===== src/fcc_pkg.sv =====
package fcc_pkg;

  localparam int FAT_ENTRIES_DEF = 4096;

  // table entry codes
  localparam logic [15:0] FAT_FREE    = 16'h0000;
  localparam logic [15:0] FAT_EOC     = 16'hFFFF;
  localparam logic [15:0] FAT_EOC_MIN = 16'hFFF8;
  localparam logic [15:0] FAT_MEDIA   = 16'hFFF8;

  // result status codes
  localparam logic [1:0] ST_OK   = 2'd0;
  localparam logic [1:0] ST_BAD  = 2'd1;
  localparam logic [1:0] ST_FULL = 2'd2;

  // operation codes
  localparam logic FUNC_RESOLVE = 1'b0;
  localparam logic FUNC_APPEND  = 1'b1;

  // configuration register indexes
  localparam logic CFG_LIMIT = 1'b0;
  localparam logic CFG_SHIFT = 1'b1;

  localparam logic [12:0] CFG_LIMIT_RST = 13'd4096;
  localparam logic [3:0]  CFG_SHIFT_RST = 4'd11;

  typedef enum logic [1:0] {
    WR_NONE,
    WR_CLEAR,
    WR_EOC,
    WR_LINK
  } wr_sel_t;

  typedef enum logic [1:0] {
    RD_NONE,
    RD_SCAN,
    RD_WALK
  } rd_sel_t;

  typedef enum logic [1:0] {
    SCAN_HOLD,
    SCAN_INIT,
    SCAN_NEXT
  } scan_op_t;

  typedef enum logic [1:0] {
    WALK_HOLD,
    WALK_RES,
    WALK_APP,
    WALK_STEP
  } walk_op_t;

  typedef enum logic [2:0] {
    RES_NONE,
    RES_FAIL,
    RES_FULL,
    RES_RESOLVE,
    RES_APPEND
  } res_sel_t;

  typedef struct packed {
    logic     load;
    wr_sel_t  wr_sel;
    rd_sel_t  rd_sel;
    scan_op_t scan_op;
    walk_op_t walk_op;
    res_sel_t res_sel;
    logic     out_load;
  } dp_cmd_t;

  typedef struct packed {
    logic clr_last;
    logic func;
    logic pre_ok;
    logic full_pre;
    logic first_zero;
    logic scan_hit;
    logic scan_last;
    logic cnt_zero;
    logic link_end;
  } dp_stat_t;

endpackage


===== src/fcc_ctrl.sv =====
module fcc_ctrl (
  input  logic              clk,
  input  logic              rst_n,
  input  logic              in_valid,
  output logic              in_stall,
  output logic              out_valid,
  input  logic              out_stall,
  input  fcc_pkg::dp_stat_t st,
  output fcc_pkg::dp_cmd_t  cmd
);

  typedef enum logic [2:0] {
    S_CLEAR,
    S_IDLE,
    S_DECODE,
    S_SCAN_RD,
    S_SCAN_EV,
    S_WALK_RD,
    S_WALK_EV,
    S_DONE
  } state_t;

  state_t state_r;
  state_t state_nxt;
  logic   in_stall_r;
  logic   out_valid_r;
  logic   out_valid_nxt;

  assign in_stall  = in_stall_r;
  assign out_valid = out_valid_r;

  always_comb begin
    state_nxt     = state_r;
    out_valid_nxt = out_valid_r & out_stall;
    cmd.load      = 1'b0;
    cmd.wr_sel    = fcc_pkg::WR_NONE;
    cmd.rd_sel    = fcc_pkg::RD_NONE;
    cmd.scan_op   = fcc_pkg::SCAN_HOLD;
    cmd.walk_op   = fcc_pkg::WALK_HOLD;
    cmd.res_sel   = fcc_pkg::RES_NONE;
    cmd.out_load  = 1'b0;
    case (state_r)
      S_CLEAR: begin
        cmd.wr_sel = fcc_pkg::WR_CLEAR;
        if (st.clr_last) begin
          state_nxt = S_IDLE;
        end
      end
      S_IDLE: begin
        if (in_valid) begin
          cmd.load  = 1'b1;
          state_nxt = S_DECODE;
        end
      end
      S_DECODE: begin
        if (st.func == fcc_pkg::FUNC_RESOLVE) begin
          if (st.pre_ok) begin
            cmd.walk_op = fcc_pkg::WALK_RES;
            state_nxt   = S_WALK_RD;
          end else begin
            cmd.res_sel = fcc_pkg::RES_FAIL;
            state_nxt   = S_DONE;
          end
        end else if (st.full_pre) begin
          cmd.res_sel = fcc_pkg::RES_FULL;
          state_nxt   = S_DONE;
        end else begin
          cmd.scan_op = fcc_pkg::SCAN_INIT;
          state_nxt   = S_SCAN_RD;
        end
      end
      S_SCAN_RD: begin
        cmd.rd_sel = fcc_pkg::RD_SCAN;
        state_nxt  = S_SCAN_EV;
      end
      S_SCAN_EV: begin
        if (st.scan_hit) begin
          // mark end of chain before the tail search
          cmd.wr_sel = fcc_pkg::WR_EOC;
          if (st.first_zero) begin
            cmd.res_sel = fcc_pkg::RES_APPEND;
            state_nxt   = S_DONE;
          end else begin
            cmd.walk_op = fcc_pkg::WALK_APP;
            state_nxt   = S_WALK_RD;
          end
        end else if (st.scan_last) begin
          cmd.res_sel = fcc_pkg::RES_FULL;
          state_nxt   = S_DONE;
        end else begin
          cmd.scan_op = fcc_pkg::SCAN_NEXT;
          state_nxt   = S_SCAN_RD;
        end
      end
      S_WALK_RD: begin
        if (st.cnt_zero) begin
          if (st.func == fcc_pkg::FUNC_APPEND) begin
            cmd.wr_sel  = fcc_pkg::WR_LINK;
            cmd.res_sel = fcc_pkg::RES_APPEND;
          end else begin
            cmd.res_sel = fcc_pkg::RES_RESOLVE;
          end
          state_nxt = S_DONE;
        end else begin
          cmd.rd_sel = fcc_pkg::RD_WALK;
          state_nxt  = S_WALK_EV;
        end
      end
      S_WALK_EV: begin
        if (st.link_end) begin
          if (st.func == fcc_pkg::FUNC_APPEND) begin
            cmd.wr_sel  = fcc_pkg::WR_LINK;
            cmd.res_sel = fcc_pkg::RES_APPEND;
          end else begin
            cmd.res_sel = fcc_pkg::RES_FAIL;
          end
          state_nxt = S_DONE;
        end else begin
          cmd.walk_op = fcc_pkg::WALK_STEP;
          state_nxt   = S_WALK_RD;
        end
      end
      S_DONE: begin
        if (!out_valid_r || !out_stall) begin
          cmd.out_load  = 1'b1;
          out_valid_nxt = 1'b1;
          state_nxt     = S_IDLE;
        end
      end
      default: begin
        state_nxt = S_IDLE;
      end
    endcase
  end

  always_ff @(posedge clk) begin
    if (!rst_n) begin
      state_r     <= S_CLEAR;
      in_stall_r  <= 1'b1;
      out_valid_r <= 1'b0;
    end else begin
      state_r     <= state_nxt;
      in_stall_r  <= (state_nxt != S_IDLE);
      out_valid_r <= out_valid_nxt;
    end
  end

endmodule


===== config.mk =====
export PLATFORM = sky130hd
export DESIGN_NAME = fcc_ctrl
export DESIGN_NICKNAME = d
export VERILOG_FILES = /design/src/fcc_pkg.sv /design/src/fcc_ctrl.sv
export SDC_FILE = /design/constraint.sdc
export NUM_CORES = 1
export LEC_CHECK = 0
export BUFFER_PORTS_ARGS = -buffer_cell sky130_fd_sc_hd__buf_2
export CAP_MARGIN = 10
export CORE_AREA = 2 2 39 41
export CTS_CLUSTER_DIAMETER = 80
export DETAILED_ROUTE_END_ITERATION = 6
export DIE_AREA = 0 0 41 43
export PLACE_DENSITY = 0.72
export RECOVER_POWER = 100
export SETUP_SLACK_MARGIN = 0.2
export SKIP_LAST_GASP = 1
export SLEW_MARGIN = 10
export SYNTH_ARGS = -nofsm -noshare
export SYNTH_HDL_FRONTEND = slang
export SYNTH_SLANG_ARGS = --single-unit

===== constraint.sdc =====
create_clock -name clk -period 2.8 [get_ports clk]
set_input_delay 0.7 -clock clk [delete_from_list [all_inputs] [get_ports clk]]
set_output_delay 0.7 -clock clk [all_outputs]
set_load 0.02 [all_outputs]

After elaboration in Yosys (flattened, before gate mapping)
Index checks and enable logic that the tools add are counted.
- flip-flop bits (word level): 5
- bits of input ports: 13
- output and inout bits: 15
- logic and storage cells: 63
- eq/ne operators: 8
- muxes and demuxes: 47
- bitwise gates (word level): 1
- reduce and logical (&&, ||, !) cells: 4
- operators with widths (cell ; number):
    2-to-1 mux 3 bit ; 13
    2-to-1 mux 2 bit ; 17
    case mux 3 bit (8 select lines) ; 1
    == test 3 bit, second input constant ; 4
    case mux 3 bit (4 select lines) ; 1
    2-to-1 mux 1 bit ; 11
    case mux 2 bit (2 select lines) ; 2
    case mux 2 bit (4 select lines) ; 1
    == test 3 x 2 -> 1 bit, second input constant ; 2
    case mux 2 bit (3 select lines) ; 1
    == test 3 x 1 -> 1 bit, second input constant ; 1
    logical NOT 3 bit ; 1
    != test 3 x 1 -> 1 bit, second input constant ; 1
    logical NOT 1 bit ; 2
    AND 1 bit ; 1
    logical OR 1 bit ; 1

Longest topological paths before layout
- word-level depth: 5
- depth in mapped cells: 5
- mapped depth without buffers: 4

Least setup slack after synthesis
Ideal clock, no wire load.
- path type: input -> output
- start: input st[4] in the netlist's numbering
- end: output cmd[5] in the netlist's numbering
- arrival: 1.491 ns
- data required time: 2.100 ns
- setup slack: 0.609 ns
- stages on the path: 3
- buffers on the path: 0
- cells stage by stage: or4b_1 o21ai_2 and2_1
- RTL lines (what ; RTL line ; RTL):
    start: declaration ; fcc_ctrl.sv:8 ; input fcc_pkg::dp_stat_t st,
    end: declaration ; fcc_ctrl.sv:9 ; output fcc_pkg::dp_cmd_t cmd

==> flow_metrics.tcl <==
set metrics [dict create \
    grt_pass1_vias 492 \
    hold_path_end "out_valid$_SDFF_PN0_" \
    synth_top_area_share_pct 21.3 \
    period_needed_ps 2430 \
    async_flop_share_pct 0 \
    max_freq_ghz 0.411 \
    wirelength_um 1220 \
    path_clk_slew_ps 40 \
    setup_viol 0 \
    slowest_delay_ps 460 \
    tightest_slew_ps 646 \
    synth_top_family_by_area "simple AND/OR/NAND/NOR gates" \
    synth_fa_ha_area_share_pct 0 \
    row_count 14 \
    r2r-start "state_r[2]$_SDFF_PN0_" \
    h-tree-depth 1 \
    antenna_found_initial 0 \
    antenna_left 0 \
    syn_nets 77 \
    synth_cell_type_count 34 \
    muxShareOfSynthArea_pct 2.13 \
    coreArea_um2 1380 \
    drc 0 \
    p_leak_nw 0.252 \
    dpl.hpwl_um 939 \
    p_per_area_nw_per_um2 446 \
    dieArea_um2 1760 \
    clock_skew_ps 0.779 \
    die_w_um 41 \
    routed_via_density 5.21 \
    rrSetupSlack_ps 1240 \
    maxSlewViolCount 0 \
    power.total_mw 0.267 \
    clk_latency_ps 230 \
    drv_cap 0 \
    ys_seq_area_share_pct 21.3 \
    netlist_instances 64 \
    synth-compound-area-share_pct 30.9 \
    initialDrtViolationCount 11 \
    crit_path_max_fanout 6 \
    n_antenna_cell 0 \
    cp.arrival_ps 1730 \
    die_y_um 43 \
    synth_seq_cells 5 \
    slew_headroom_pct 56.9 \
    peakVddDrop_v 0.000252 \
    grt_max_degree 22 \
    rsz0062_at_grt "false" \
    timing.rr.end "in_stall$_SDFF_PN1_" \
    final_common_cell "buf_2" \
    dr.pass1.iters 4 \
    cp_num_buf_inv 2 \
    hold_class "reg -> reg" \
    yosys.area_share.simple_pct 37.9 \
    io_buffers 27 \
    worstPathCellList "buf_2, or4b_1, o21ai_2, and2_1, clkbuf_1" \
    drive_above_1_share_pct 24.2 \
    critical_path_required_ps 2100 \
    start_util_pct 33.9 \
    cp_slowest_cell "or4b_1" \
    synth_edf_count 0 \
    vias 557 \
    grt_overflow 0 \
    synth_xor_area_share_pct 0 \
    fin_tns_setup_ps 0 \
    yosysWarnings 0 \
    clock_sinks 5 \
    status "completed" \
    place.gp.congestion 0.914 \
    cp-end-kind "output pin" \
    syn_avg_cell_area_um2 7.33 \
    most-common-layout-cells "15 x buf_2, 13 x clkbuf_1, 11 x nor2_1" \
    yosys-top-cells-area "dfxtp_1 21%, nor2_1 8.8%, nand2_1 5.6%" \
    hold_viol 0 \
    cp-start-kind "input port" \
    cts_setup_buffers 0 \
    critical_path_cell_count 5 \
    cts_buffer_depth 2 \
    ios 28 \
    period_share_pct 86.9 \
    area_growth_pct 27.5 \
    cts_buffers 3 \
    wl_per_cell_um 11.4 \
    nets 105 \
    hp-start "out_valid$_SDFF_PN0_" \
    postCtsHoldBufs 0 \
    ys.flop_type "dfxtp_1" \
    rr_worst_depth 4 \
    cts_tree "built" \
    critical-path-top-delay-family "simple AND/OR/NAND/NOR gates" \
    grt_pass1_wl_um 2060 \
    cts_resized 0 \
    grt_util_all_layers_pct 16.3 \
    crit_type "in -> out" \
    clockRootBuffer "clkbuf_4" \
    synth_area_leader_cell "dfxtp_1" \
    worstHoldPathCells 2 \
    syn_area_um2 469 \
]
## synthesized netlist by cell type, types with 2 or more instances
cell / number
dfxtp_1: 5
o21ai_0: 4
and2_1: 3
nor2_1: 11
or3_1: 2
nand2_1: 7
nand2b_1: 2
nor3_1: 2
a32o_1: 2
inv_1: 2
## state kept, by name, summed over array words and instances, names as in the netlist
| signal | cells |
|---|---|
| in_stall | 1 |
| out_valid | 1 |
| state_r | 3 |
## cell families after synthesis
logic type / Yosys count
flops: 5
mux: 1
compound gates: 18
buf+inv: 6
simple gates: 34
## worst min-delay path: stages, from the launching register on
cell and delay (ps):
dfxtp_1 310, nand2_1 60, a21boi_0 60
## how the worst max path moves through the flow
stage / startpoint / endpoint / slack, ps
3_3_place_gp: st[3] / cmd[5] / 450
4_1_cts: state_r[0]$_SDFF_PN0_ / cmd[11] / 410
3_5_place_dp: st[3] / cmd[5] / 450
2_1_floorplan: st[4] / cmd[5] / 610
6_report: st[3] / cmd[5] / 370
5_1_grt: state_r[1]$_SDFF_PN0_ / cmd[11] / 260
## final cells by class
| type | count | area [um^2] |
|---|---|---|
| clock buffers | 4 | 26.3 |
| fillers | 156 | 786 |
| inverters | 2 | 7.51 |
| multi-input cells | 53 | 324 |
| flip-flops and latches | 5 | 100 |
| well taps | 16 | 20.0 |
| repair buffers | 27 | 120 |
## metrics by stage
step / instance area [um^2] / hold slack (ps) / util, % / setup slack [ps] / instances
after floorplan: 469 / 552 / - / 609 / 64
after global placement: 596 / 470 / 43.0 / 450 / 103
after detailed placement: 596 / 475 / 43.0 / 446 / 103
after CTS: 622 / 483 / 44.9 / 411 / 107
after global routing: 598 / 525 / 43.2 / 265 / 107
final: 598 / 481 / 43.2 / 365 / 107
## report_power, final
part | leakage (nW) | internal (mW) | switching, mW
clock network | 0.0150 | 0.0536 | 0.0258
logic | 0.196 | 0.0379 | 0.0540
registers | 0.0411 | 0.0790 | 0.0165
## routing by layer
metal / track usage (%) / wire length [um] / up-vias
met5: 0 / 0 / -
met1: 23.6 / 601 / 253
met3: 4.71 / 59 / 0
met2: 24.1 / 556 / 15
li1: - / - / 289
met4: 2.00 / 0 / 0
Power figures use the tool's default switching activity.
